File: src/rtl/ritoa_pkg.sv
package ritoa_pkg;

  localparam int MAGNITUDE_BITS_DEF = 32;
  localparam int VALUE_W            = 33;
  localparam int BASE_W             = 5;
  localparam int CHAR_W             = 7;
  localparam int LEN_W              = 6;
  localparam int DIGIT_W            = 4;
  localparam int DIV_STEP           = 8;

  localparam logic [BASE_W-1:0] BASE_MIN = 5'd2;
  localparam logic [BASE_W-1:0] BASE_MAX = 5'd16;
  localparam logic [BASE_W-1:0] BASE_HEX = 5'd16;

  localparam logic [CHAR_W-1:0] CHAR_NONE    = 7'h00;
  localparam logic [CHAR_W-1:0] CHAR_ZERO    = 7'h30;
  localparam logic [CHAR_W-1:0] CHAR_UPPER_A = 7'h41;
  localparam logic [CHAR_W-1:0] CHAR_LOWER_A = 7'h61;
  localparam logic [CHAR_W-1:0] CHAR_MINUS   = 7'h2d;

  typedef struct packed {
    logic              bad_base;
    logic              negative;
    logic              uppercase;
    logic [BASE_W-1:0] base;
  } item_ctrl_t;

  typedef enum logic [2:0] {
    ST_IDLE,
    ST_DIV,
    ST_SIGN,
    ST_READ,
    ST_EMIT,
    ST_BAD
  } back_state_t;

endpackage

File: src/rtl/ritoa_front.sv
module ritoa_front #(
  parameter int MAG_W = ritoa_pkg::MAGNITUDE_BITS_DEF
) (
  input  logic signed [ritoa_pkg::VALUE_W-1:0] value,
  input  logic        [ritoa_pkg::BASE_W-1:0]  base,
  input  logic                                 uppercase,
  output ritoa_pkg::item_ctrl_t                ctrl,
  output logic        [MAG_W-1:0]              mag
);

  logic [ritoa_pkg::VALUE_W-1:0] raw;
  logic [ritoa_pkg::VALUE_W-1:0] abs_val;
  logic                          too_wide;

  assign raw      = $unsigned(value);
  assign abs_val  = raw[ritoa_pkg::VALUE_W-1] ? (~raw + ritoa_pkg::VALUE_W'(1)) : raw;
  assign too_wide = |(abs_val >> MAG_W);
  assign mag      = too_wide ? {MAG_W{1'b1}} : abs_val[MAG_W-1:0];

  always_comb begin
    ctrl.bad_base  = (base < ritoa_pkg::BASE_MIN) || (base > ritoa_pkg::BASE_MAX);
    ctrl.negative  = raw[ritoa_pkg::VALUE_W-1];
    ctrl.uppercase = uppercase;
    ctrl.base      = base;
  end

endmodule

File: src/rtl/ritoa_queue.sv
module ritoa_queue #(
  parameter int W = 8
) (
  input  logic         clk,
  input  logic         rst,
  input  logic         push_valid,
  output logic         push_ready,
  input  logic [W-1:0] push_data,
  output logic         pop_valid,
  input  logic         pop_ready,
  output logic [W-1:0] pop_data
);

  logic [W-1:0] mem [2];
  logic         wr_ptr;
  logic         rd_ptr;
  logic [1:0]   count;
  logic         push;
  logic         pop;

  assign push_ready = (count != 2'd2);
  assign pop_valid  = (count != 2'd0);
  assign pop_data   = mem[rd_ptr];
  assign push       = push_valid && push_ready;
  assign pop        = pop_valid && pop_ready;

  always_ff @(posedge clk) begin
    if (push) begin
      mem[wr_ptr] <= push_data;
    end
  end

  always_ff @(posedge clk) begin
    if (rst) begin
      wr_ptr <= 1'b0;
      rd_ptr <= 1'b0;
      count  <= 2'd0;
    end else begin
      if (push) begin
        wr_ptr <= ~wr_ptr;
      end
      if (pop) begin
        rd_ptr <= ~rd_ptr;
      end
      case ({push, pop})
        2'b10:   count <= count + 2'd1;
        2'b01:   count <= count - 2'd1;
        default: count <= count;
      endcase
    end
  end

endmodule

File: src/rtl/ritoa_div.sv
module ritoa_div #(
  parameter int MAG_W = ritoa_pkg::MAGNITUDE_BITS_DEF
) (
  input  logic                               clk,
  input  logic                               rst,
  input  logic                               start,
  input  logic [MAG_W-1:0]                   dividend,
  input  logic [ritoa_pkg::BASE_W-1:0]       divisor,
  output logic                               done,
  output logic [MAG_W-1:0]                   quotient,
  output logic [ritoa_pkg::DIGIT_W-1:0]      remainder
);

  localparam int ITERS = (MAG_W + ritoa_pkg::DIV_STEP - 1) / ritoa_pkg::DIV_STEP;
  localparam int PAD_W = ITERS * ritoa_pkg::DIV_STEP;
  localparam int CNT_W = $clog2(ITERS + 1);

  logic [PAD_W-1:0]                  work;
  logic [PAD_W-1:0]                  work_next;
  logic [ritoa_pkg::DIGIT_W-1:0]     rem;
  logic [ritoa_pkg::DIGIT_W-1:0]     rem_next;
  logic [ritoa_pkg::BASE_W-1:0]      dsr;
  logic [CNT_W-1:0]                  cnt;
  logic                              busy;

  // restoring division, DIV_STEP quotient bits per cycle
  always_comb begin
    logic [ritoa_pkg::BASE_W-1:0] r5;
    work_next = work;
    rem_next  = rem;
    for (int j = 0; j < ritoa_pkg::DIV_STEP; j++) begin
      r5        = {rem_next, work_next[PAD_W-1]};
      work_next = {work_next[PAD_W-2:0], 1'b0};
      if (r5 >= dsr) begin
        r5           = r5 - dsr;
        work_next[0] = 1'b1;
      end
      rem_next = r5[ritoa_pkg::DIGIT_W-1:0];
    end
  end

  always_ff @(posedge clk) begin
    if (start) begin
      work <= PAD_W'(dividend);
      rem  <= '0;
      dsr  <= divisor;
    end else if (busy) begin
      work <= work_next;
      rem  <= rem_next;
    end
  end

  always_ff @(posedge clk) begin
    if (rst) begin
      busy <= 1'b0;
      cnt  <= '0;
      done <= 1'b0;
    end else begin
      done <= 1'b0;
      if (start) begin
        busy <= 1'b1;
        cnt  <= CNT_W'(ITERS);
      end else if (busy) begin
        cnt <= cnt - CNT_W'(1);
        if (cnt == CNT_W'(1)) begin
          busy <= 1'b0;
          done <= 1'b1;
        end
      end
    end
  end

  assign quotient  = work[MAG_W-1:0];
  assign remainder = rem;

endmodule

File: src/rtl/ritoa_back.sv
module ritoa_back #(
  parameter int MAG_W = ritoa_pkg::MAGNITUDE_BITS_DEF
) (
  input  logic                           clk,
  input  logic                           rst,
  input  logic                           pop_valid,
  output logic                           pop_ready,
  input  ritoa_pkg::item_ctrl_t          ctrl,
  input  logic [MAG_W-1:0]               mag,
  output logic                           div_start,
  output logic [MAG_W-1:0]               div_dividend,
  output logic [ritoa_pkg::BASE_W-1:0]   div_divisor,
  input  logic                           div_done,
  input  logic [MAG_W-1:0]               div_quotient,
  input  logic [ritoa_pkg::DIGIT_W-1:0]  div_remainder,
  output logic                           char_valid,
  input  logic                           char_ready,
  output logic [ritoa_pkg::CHAR_W-1:0]   character,
  output logic                           last,
  output logic                           bad_base,
  output logic [ritoa_pkg::LEN_W-1:0]    length
);

  localparam int IDX_W = $clog2(MAG_W);

  ritoa_pkg::back_state_t            state;
  ritoa_pkg::back_state_t            state_next;
  ritoa_pkg::item_ctrl_t             ctrl_r;
  logic [ritoa_pkg::LEN_W-1:0]       n;
  logic [ritoa_pkg::LEN_W-1:0]       n_next;
  logic [IDX_W-1:0]                  idx;
  logic [IDX_W-1:0]                  idx_next;
  logic [ritoa_pkg::DIGIT_W-1:0]     digit_store [MAG_W];
  logic [ritoa_pkg::DIGIT_W-1:0]     rd_data;
  logic                              store_we;
  logic                              out_free;
  logic                              out_load;
  logic [ritoa_pkg::CHAR_W-1:0]      char_next;
  logic                              last_next;
  logic                              bad_next;
  logic [ritoa_pkg::LEN_W-1:0]       length_next;
  logic [ritoa_pkg::LEN_W-1:0]       total;

  function automatic logic [ritoa_pkg::CHAR_W-1:0] ascii_of_digit(
    input logic [ritoa_pkg::DIGIT_W-1:0] d,
    input logic [ritoa_pkg::BASE_W-1:0]  radix,
    input logic                          upper
  );
    logic [ritoa_pkg::CHAR_W-1:0] dx;
    dx = ritoa_pkg::CHAR_W'(d);
    if (d < 4'd10) begin
      return ritoa_pkg::CHAR_ZERO + dx;
    end else if (radix == ritoa_pkg::BASE_HEX && !upper) begin
      return ritoa_pkg::CHAR_LOWER_A + dx - 7'd10;
    end
    return ritoa_pkg::CHAR_UPPER_A + dx - 7'd10;
  endfunction

  assign out_free     = !char_valid || char_ready;
  assign total        = n + ritoa_pkg::LEN_W'(ctrl_r.negative);
  assign div_dividend = (state == ritoa_pkg::ST_IDLE) ? mag : div_quotient;
  assign div_divisor  = (state == ritoa_pkg::ST_IDLE) ? ctrl.base : ctrl_r.base;

  always_comb begin
    state_next  = state;
    n_next      = n;
    idx_next    = idx;
    pop_ready   = 1'b0;
    div_start   = 1'b0;
    store_we    = 1'b0;
    out_load    = 1'b0;
    char_next   = ritoa_pkg::CHAR_NONE;
    last_next   = 1'b0;
    bad_next    = 1'b0;
    length_next = '0;
    unique case (state)
      ritoa_pkg::ST_IDLE: begin
        pop_ready = 1'b1;
        if (pop_valid) begin
          if (ctrl.bad_base) begin
            state_next = ritoa_pkg::ST_BAD;
          end else begin
            div_start  = 1'b1;
            n_next     = '0;
            state_next = ritoa_pkg::ST_DIV;
          end
        end
      end
      ritoa_pkg::ST_DIV: begin
        if (div_done) begin
          store_we = 1'b1;
          n_next   = n + ritoa_pkg::LEN_W'(1);
          if (div_quotient == '0 || n_next == ritoa_pkg::LEN_W'(MAG_W)) begin
            state_next = ritoa_pkg::ST_SIGN;
          end else begin
            div_start = 1'b1;
          end
        end
      end
      ritoa_pkg::ST_SIGN: begin
        idx_next = IDX_W'(n - ritoa_pkg::LEN_W'(1));
        if (!ctrl_r.negative) begin
          state_next = ritoa_pkg::ST_READ;
        end else if (out_free) begin
          out_load   = 1'b1;
          char_next  = ritoa_pkg::CHAR_MINUS;
          state_next = ritoa_pkg::ST_READ;
        end
      end
      ritoa_pkg::ST_READ: begin
        state_next = ritoa_pkg::ST_EMIT;
      end
      ritoa_pkg::ST_EMIT: begin
        if (out_free) begin
          out_load  = 1'b1;
          char_next = ascii_of_digit(rd_data, ctrl_r.base, ctrl_r.uppercase);
          if (idx == '0) begin
            last_next   = 1'b1;
            length_next = total;
            state_next  = ritoa_pkg::ST_IDLE;
          end else begin
            idx_next   = idx - IDX_W'(1);
            state_next = ritoa_pkg::ST_READ;
          end
        end
      end
      ritoa_pkg::ST_BAD: begin
        if (out_free) begin
          out_load   = 1'b1;
          last_next  = 1'b1;
          bad_next   = 1'b1;
          state_next = ritoa_pkg::ST_IDLE;
        end
      end
      default: begin
        state_next = ritoa_pkg::ST_IDLE;
      end
    endcase
  end

  always_ff @(posedge clk) begin
    if (rst) begin
      state <= ritoa_pkg::ST_IDLE;
    end else begin
      state <= state_next;
    end
  end

  always_ff @(posedge clk) begin
    if (store_we) begin
      digit_store[n[IDX_W-1:0]] <= div_remainder;
    end
    rd_data <= digit_store[idx];
  end

  always_ff @(posedge clk) begin
    n   <= n_next;
    idx <= idx_next;
    if (pop_valid && pop_ready) begin
      ctrl_r <= ctrl;
    end
  end

  always_ff @(posedge clk) begin
    if (rst) begin
      char_valid <= 1'b0;
    end else if (out_load) begin
      char_valid <= 1'b1;
    end else if (char_ready) begin
      char_valid <= 1'b0;
    end
  end

  always_ff @(posedge clk) begin
    if (out_load) begin
      character <= char_next;
      last      <= last_next;
      bad_base  <= bad_next;
      length    <= length_next;
    end
  end

endmodule

File: src/rtl/radix_integer_to_ascii_core.sv
// channel     | handshake               | payload
// ------------+-------------------------+-----------------------------------
// item in     | item_valid / item_ready | value[32:0], base[4:0], uppercase
// char out    | char_valid / char_ready | character[6:0], last, bad_base,
//             |                         | length[5:0]
//
// per digit: one division in the shared divider on W = min(MAGNITUDE_BITS, 33) bits
// per character: ST_READ through the registered digit store read port, then ST_EMIT
// a bad base gives one transaction
// reset: rst synchronous, clears queue, sequencer and output valid
// a two-entry queue takes new items while the back end converts or stalls on char_ready
module radix_integer_to_ascii_core #(
  parameter int MAGNITUDE_BITS = ritoa_pkg::MAGNITUDE_BITS_DEF
) (
  input  logic                                 clk,
  input  logic                                 rst,
  input  logic                                 item_valid,
  output logic                                 item_ready,
  input  logic signed [ritoa_pkg::VALUE_W-1:0] value,
  input  logic        [ritoa_pkg::BASE_W-1:0]  base,
  input  logic                                 uppercase,
  output logic                                 char_valid,
  input  logic                                 char_ready,
  output logic        [ritoa_pkg::CHAR_W-1:0]  character,
  output logic                                 last,
  output logic                                 bad_base,
  output logic        [ritoa_pkg::LEN_W-1:0]   length
);

  localparam int MAG_W = (MAGNITUDE_BITS < ritoa_pkg::VALUE_W) ? MAGNITUDE_BITS
                                                               : ritoa_pkg::VALUE_W;
  localparam int CTRL_W = $bits(ritoa_pkg::item_ctrl_t);
  localparam int Q_W    = CTRL_W + MAG_W;

  ritoa_pkg::item_ctrl_t               f_ctrl;
  logic [MAG_W-1:0]                    f_mag;
  logic [Q_W-1:0]                      q_head;
  logic                                q_valid;
  logic                                q_ready;
  ritoa_pkg::item_ctrl_t               b_ctrl;
  logic [MAG_W-1:0]                    b_mag;
  logic                                div_start;
  logic [MAG_W-1:0]                    div_dividend;
  logic [ritoa_pkg::BASE_W-1:0]        div_divisor;
  logic                                div_done;
  logic [MAG_W-1:0]                    div_quotient;
  logic [ritoa_pkg::DIGIT_W-1:0]       div_remainder;

  ritoa_front #(.MAG_W(MAG_W)) u_front (
    .value     (value),
    .base      (base),
    .uppercase (uppercase),
    .ctrl      (f_ctrl),
    .mag       (f_mag)
  );

  ritoa_queue #(.W(Q_W)) u_queue (
    .clk        (clk),
    .rst        (rst),
    .push_valid (item_valid),
    .push_ready (item_ready),
    .push_data  ({f_ctrl, f_mag}),
    .pop_valid  (q_valid),
    .pop_ready  (q_ready),
    .pop_data   (q_head)
  );

  assign b_ctrl = q_head[Q_W-1:MAG_W];
  assign b_mag  = q_head[MAG_W-1:0];

  ritoa_div #(.MAG_W(MAG_W)) u_div (
    .clk       (clk),
    .rst       (rst),
    .start     (div_start),
    .dividend  (div_dividend),
    .divisor   (div_divisor),
    .done      (div_done),
    .quotient  (div_quotient),
    .remainder (div_remainder)
  );

  ritoa_back #(.MAG_W(MAG_W)) u_back (
    .clk           (clk),
    .rst           (rst),
    .pop_valid     (q_valid),
    .pop_ready     (q_ready),
    .ctrl          (b_ctrl),
    .mag           (b_mag),
    .div_start     (div_start),
    .div_dividend  (div_dividend),
    .div_divisor   (div_divisor),
    .div_done      (div_done),
    .div_quotient  (div_quotient),
    .div_remainder (div_remainder),
    .char_valid    (char_valid),
    .char_ready    (char_ready),
    .character     (character),
    .last          (last),
    .bad_base      (bad_base),
    .length        (length)
  );

endmodule

File: config.mk
export PLATFORM = sky130hd
export DESIGN_NAME = radix_integer_to_ascii_core
export DESIGN_NICKNAME = d
export VERILOG_FILES = /design/src/rtl/ritoa_pkg.sv /design/src/rtl/ritoa_front.sv /design/src/rtl/ritoa_queue.sv /design/src/rtl/ritoa_div.sv /design/src/rtl/ritoa_back.sv /design/src/rtl/radix_integer_to_ascii_core.sv
export SDC_FILE = /design/constraint.sdc
export NUM_CORES = 1
export LEC_CHECK = 0
export BUFFER_PORTS_ARGS = -buffer_cell sky130_fd_sc_hd__buf_4
export CAP_MARGIN = 20
export CORE_MARGIN = 1
export CORE_UTILIZATION = 56
export DETAILED_ROUTE_END_ITERATION = 12
export PLACE_DENSITY_LB_ADDON = 0.08
export SLEW_MARGIN = 25
export SYNTH_ARGS = -nofsm -noshare
export SYNTH_HDL_FRONTEND = slang
export SYNTH_HIERARCHICAL = 1
export SYNTH_SLANG_ARGS = --single-unit
File: constraint.sdc
create_clock -name clk -period 10.5 [get_ports clk]
set_input_delay 2.1 -clock clk [delete_from_list [all_inputs] [get_ports clk]]
set_output_delay 2.1 -clock clk [all_outputs]
set_load 0.005 [all_outputs]
**After elaboration in Yosys (flattened, before gate mapping)**

Memories as Yosys holds them, arrays and structs flattened. A register that Yosys moved wholly into a read port is not among the register bits.
Cells that the tools add are included.

- Memories kept: 2
- Register bits: 87
- Input port bits: 43
- Bits in writable memories: 208
- ROM bits: 0
- Output and inout bits: 17
- Latch bits: 0
- Logic and storage cells: 183

- Bitwise operators: 4
- $lt $le $gt $ge: 11
- Divide/modulo/power cells: 0
- Shift-type cells: 0
- Add/subtract/negate cells: 21
- Multiply operators: 0
- Equality and inequality tests: 20
- Multiplexer cells: 79
- Reductions and logical operators: 25

Memory list:

| memory | words | bits a word | read ports | clocked after Yosys merged registers in | wr ports | line | source |
|---|---|---|---|---|---|---|---|
| u_back.digit_store | 32 | 4 | 1 | 1 | 1 | ritoa_back.sv:33 | `logic [ritoa_pkg::DIGIT_W-1:0] digit_store [MAG_W];` |
| u_queue.mem | 2 | 40 | 1 | 1 | 1 | ritoa_queue.sv:14 | `logic [W-1:0] mem [2];` |

Operator list:

| cell | number |
|---|---|
| $mux 32 | 4 |
| $ge 5x5->1 | 8 |
| $mux 1 | 35 |
| $mux 7 | 5 |
| $add 33x1->33 const B | 1 |
| $mux 33 | 1 |
| $not 33->33 | 1 |
| $logic_not 32->1 | 1 |
| $mux 4 | 8 |
| $sub 4x4->4 | 8 |
| $mux 3 | 10 |
| $mux 6 | 4 |
| $pmux 3 s6 | 1 |
| $mux 5 | 3 |
| $pmux 7 s2 | 1 |
| $sub 7x4->7 const B | 2 |
| $pmux 6 s2 | 1 |
| $reduce_bool 2->1 | 6 |
| $ne 2x1->1 const B | 5 |
| $pmux 5 s2 | 1 |
| $sub 5x1->5 const B | 2 |
| $ne 2x2->1 const B | 4 |
| $add 6x4->7 const A | 1 |
| $add 6x5->7 const A | 1 |
| other kinds (32) | 46 |

**Logic depth before layout (Yosys ltp)**

- Depth in word-level cells: 18
- Mapped depth: 50

**Cells and area by module**

The synthesis kept the hierarchy.

Modules (own cells, without submodules):

| module | area each (µm²) | instances | sequential area each (µm²) | cells an instance |
|---|---|---|---|---|
| ritoa_back | 7596.0 | 1 | 4994.8 | 469 |
| ritoa_div | 3633.5 | 1 | 1291.2 | 341 |
| ritoa_queue | 3095.5 | 1 | 2502.4 | 148 |
| ritoa_front | 1189.9 | 1 | 0.0 | 189 |

**Least setup slack after synthesis**

OpenSTA, ideal clock, no wires.

- Path kind: register -> register
- From: register u_div/dsr[1] in the netlist's numbering
- To: register u_div.rem (netlist bit u_div/remainder[2])
- Arrival time: 10.823 ns
- Required time: 10.378 ns
- Library setup time: 0.122 ns
- Buffers on the path: 0
- Stages on the path, launching flop included: 48
- Path slack: -0.444 ns
- Path through: edfxtp_1 -> inv_1 -> ha_1 -> nor2b_4 -> o31a_1 -> or3b_4 -> a21oi_2 -> mux2_2 -> ha_1 -> o21a_1 -> o31a_1 -> o22ai_2 -> mux2_2 -> inv_1 -> ha_1 -> nor2b_1 -> o31a_1 -> o22a_2 -> [... 12 more ...] -> nor3_1 -> a21oi_1 -> ha_1 -> o21a_1 -> o31ai_1 -> a31o_2 -> o21ai_0 -> ha_1 -> nor2b_1 -> o31a_1 -> o22ai_2 -> mux2i_1 -> ha_1 -> a21o_1 -> a31oi_1 -> o21ai_1 -> nor2b_1 -> a221o_1

- Longest elaborated chain between the ends: 16

RTL lines:

| what | line | source |
|---|---|---|
| start, declared | ritoa_div.sv:22 | `logic [ritoa_pkg::BASE_W-1:0] dsr;` |
| start signal, assigned | ritoa_div.sv:46 | `dsr <= divisor;` |
| $sub 4x4->4 / $ge 5x5->1 (equally long branches) | ritoa_div.sv:35, ritoa_div.sv:34 |  |
| $mux 4 | ritoa_div.sv:34 | `if (r5 >= dsr) begin` |
| $sub 4x4->4 / $ge 5x5->1 (equally long branches) | ritoa_div.sv:35, ritoa_div.sv:34 |  |
| $mux 4 | ritoa_div.sv:34 |  |
| $sub 4x4->4 / $ge 5x5->1 (equally long branches) | ritoa_div.sv:35, ritoa_div.sv:34 |  |
| $mux 4 | ritoa_div.sv:34 |  |
| $ge 5x5->1 / $sub 4x4->4 (equally long branches) | ritoa_div.sv:34, ritoa_div.sv:35 |  |
| $mux 4 | ritoa_div.sv:34 |  |
| $sub 4x4->4 / $ge 5x5->1 (equally long branches) | ritoa_div.sv:35, ritoa_div.sv:34 |  |
| $mux 4 | ritoa_div.sv:34 |  |
| $sub 4x4->4 / $ge 5x5->1 (equally long branches) | ritoa_div.sv:35, ritoa_div.sv:34 |  |
| $mux 4 | ritoa_div.sv:34 |  |
| $ge 5x5->1 / $sub 4x4->4 (equally long branches) | ritoa_div.sv:34, ritoa_div.sv:35 |  |
| $mux 4 | ritoa_div.sv:34 |  |
| $sub 4x4->4 / $ge 5x5->1 (equally long branches) | ritoa_div.sv:35, ritoa_div.sv:34 |  |
| $mux 4 (*) | ritoa_div.sv:34 |  |
| end signal, assigned | ritoa_div.sv:49 | `rem <= rem_next;` |
| end, declared | ritoa_div.sv:20 | `logic [ritoa_pkg::DIGIT_W-1:0] rem;` |

Every way passes the cells marked *; elsewhere a longest branch is shown, timed or not.
A chain may end at the register's enable or synchronous reset.

**Worst setup path in the final report**

Same ends and word-level chain as after synthesis.

==> qor.yml <==
whs_ns: 0.489
place_inst: 1558
rsz0062_at_grt: "yes"
cts_tree: "yes"
routedWlPerCell_um: 19.3
crit_type: "reg -> reg"
post-route-drc-count: 0
num_rows: 60
ys_types: 87
synth_seq_area_share: 0.566
areaGrowthSynthToFinish_pct: 16.0
firstDrtPassIters: 6
die-width_um: 168
status: "finished clean"
die_area_mm2: 0.0284
min_path_type: "reg -> reg"
cts.path.max_buffers: 3
insertion_delay_ns: 0.57
tightest_slew_ns: 0.978
cp.arrival_ns: 10.67
root_buffer: "clkbuf_16"
place_hpwl_um: 21700
detail-route-antenna-nets: 0
cts_max_level: 1
netlist_top_cells_count: "278 x edfxtp_1, 108 x mux2_2, 101 x nor2_1"
clock-sinks: 300
fin_skew_ns: 0.0179
setup_tns_ns: 0
critical-path-max-stage-delay_ns: 0.42
stdcell_count: 1643
synth_top_cell_area_share: 0.538
crit_fanout: 8
synth.most_common_cell: "edfxtp_1"
critPathLaunchType: "register"
wirelength_um: 31800
final.min_clock_period_ns: 10.23
ctsHoldBuffers: 0
core_area_mm2: 0.0271
async_reset_ff_frac: 0
start_util: 0.572
diodes: 0
place_area_mm2: 0.0164
routabilityCongestion: 0.872
grt_max_degree: 64
yosysTopAreaCell: "edfxtp_1"
avgViaCountPerCell: 5.85
io_pins: 60
die_h_um: 168
clock.fmax_mhz: 97.8
synth_top_flop_cell: "edfxtp_1"
setup_violations: 0
final-max-slew-violation-count: 0
nets: 1349
drt-initial-drc-count: 655
finalCritPeriodShare: 0.974
slew_headroom: 0.348
yosys_warnings: 6
syn_nets: 1250
grt-ovfl-total: 0
syn_avg_cell_area_um2: 13.5
crit_path_end_kind: "register"
ys_ff_latch: 300
hold_viol: 0
maxCapViolCount: 0
cts.reportedPaths.clkPinSlew_ns: 0.06
antenna_found_initial: 0
syn_area_mm2: 0.0155
cts_made_buffers: 31
grt_usage: 0.226
worstPathRequired_ns: 10.95
grt_pass1_vias: 9288
synth_edf_count: 278
vias: 9618
fin_area_mm2: 0.0180
synth.area.top_cells: "edfxtp_1 54%, mux2_2 7.8%, mux4_2 4.6%"
cp_slowest_cell: "edfxtp_1"
final_layout_size_suffix_gt1_frac: 0.303
portBuffers: 59
grt_pass1_wl_um: 50000
synth_cells: 1147
-- stage by stage --
| stage | worst slack (ns) | util |
|---|---|---|
| 5_1_grt | -0.182 | 0.664 |
| 4_1_cts | 0.0333 | 0.643 |
| 3_5_place_dp | -0.180 | 0.606 |
| 6_report | 0.274 | 0.664 |
| 2_1_floorplan | 0.00212 | - |
| 3_3_place_gp | 0.0679 | 0.606 |
-- final cells by class --
class	count	area (um2)
Fill cell	1968	9110
Sequential cell	300	8790
Multi-Input combinational cell	744	6680
Timing Repair Buffer	117	890
Clock buffer	47	876
Tap cell	372	465
Inverter	52	200
Clock inverter	11	93.8
-- registers in the layout, indices dropped and copies added, names as in the netlist, named ones only --
register	flops
u_back/digit_store	128
u_queue/mem	80
u_div/quotient	32
u_back/character	7
u_back/ctrl_r	7
u_back/length	6
u_back/n	6
u_back/idx	5
u_div/dsr	5
u_back/rd_data	4
u_div/remainder	4
u_back/state	3
u_div/cnt	3
u_queue/count	2
u_back/bad_base	1
u_back/char_valid	1
u_back/last	1
u_div/busy	1
u_div/done	1
u_queue/rd_ptr	1
u_queue/wr_ptr	1
-- kinds of logic (layout without fill, tap and decap cells) --
family | Yosys count | after routing | synth area share
simple gates | 292 | 292 | 0.104
buf+inv | 103 | 227 | 0.0313
mux | 167 | 167 | 0.142
flops | 300 | 300 | 0.566
fa+ha+maj | 60 | 60 | 0.0523
compound gates | 198 | 198 | 0.0890
xor+xnor | 27 | 27 | 0.0152
-- per-layer routing --
| layer | up-vias | part of all wire | global-route usage |
|---|---|---|---|
| met5 | - | 0 | 0 |
| met4 | 0 | 0.025 | 0.0585 |
| met3 | 51 | 0.047 | 0.0288 |
| met2 | 231 | 0.48 | 0.371 |
| met1 | 4683 | 0.45 | 0.320 |
| li1 | 4653 | - | - |
-- layout by cell type (no fill, tap or decap), types with 5 or more instances in the layout --
cell type / count
a31oi_1: 9
a221oi_1: 5
mux4_2: 32
xor2_1: 11
clkbuf_1: 12
o21ai_0: 32
a21o_1: 10
a211oi_1: 5
clkbuf_16: 31
o31a_1: 6
nor2b_4: 5
fa_1: 8
nor3_1: 20
nand2_1: 34
ha_4: 9
nand3_1: 16
o21a_1: 14
edfxtp_1: 278
nand2b_1: 12
ha_1: 43
nand4_1: 12
nor2_2: 5
mux2_2: 105
or3_1: 9
nor4_1: 18
xnor2_1: 16
mux2i_1: 25
nor2b_1: 7
o311ai_0: 6
inv_1: 49
buf_4: 114
a21oi_1: 41
nor2_1: 96
dfxtp_1: 21
-- worst paths after layout --
| kind | start | end | slack, ns | cells after the start |
|---|---|---|---|---|
| worst min-delay path | u_div/cnt[1] | u_div/cnt[1] | 0.49 | 2 |
| worst max register to register | u_div/dsr[1] | u_div/remainder[2] | 0.27 | 49 |
| worst max-delay path | u_div/dsr[1] | u_div/remainder[2] | 0.27 | 49 |
| worst min register to register | u_div/cnt[1] | u_div/cnt[1] | 0.49 | 2 |
-- what timing repair did --
| item | 4_1_cts | 5_1_grt |
|---|---|---|
| resized for setup | 6 | 63 |
| setup buffers | 2 | 25 |
| pin swaps | 1 | 40 |
| setup endpoints to repair | 5 | 5 |
| hold endpoints to repair | 0 | 0 |
-- critical path, delay by kind of cell (launching register included) --
kind	cells	cell delay, ns
AOI/OAI and AO/OA	23	4.48
adders and majority gates	8	1.98
and+or+nand+nor	11	1.85
muxes	3	0.91
buffers and inverters	4	0.43
DFF	1	0.42
Power is not shown: default switching activity piles up to over one toggle a cycle in this logic, so the estimate is an artifact.
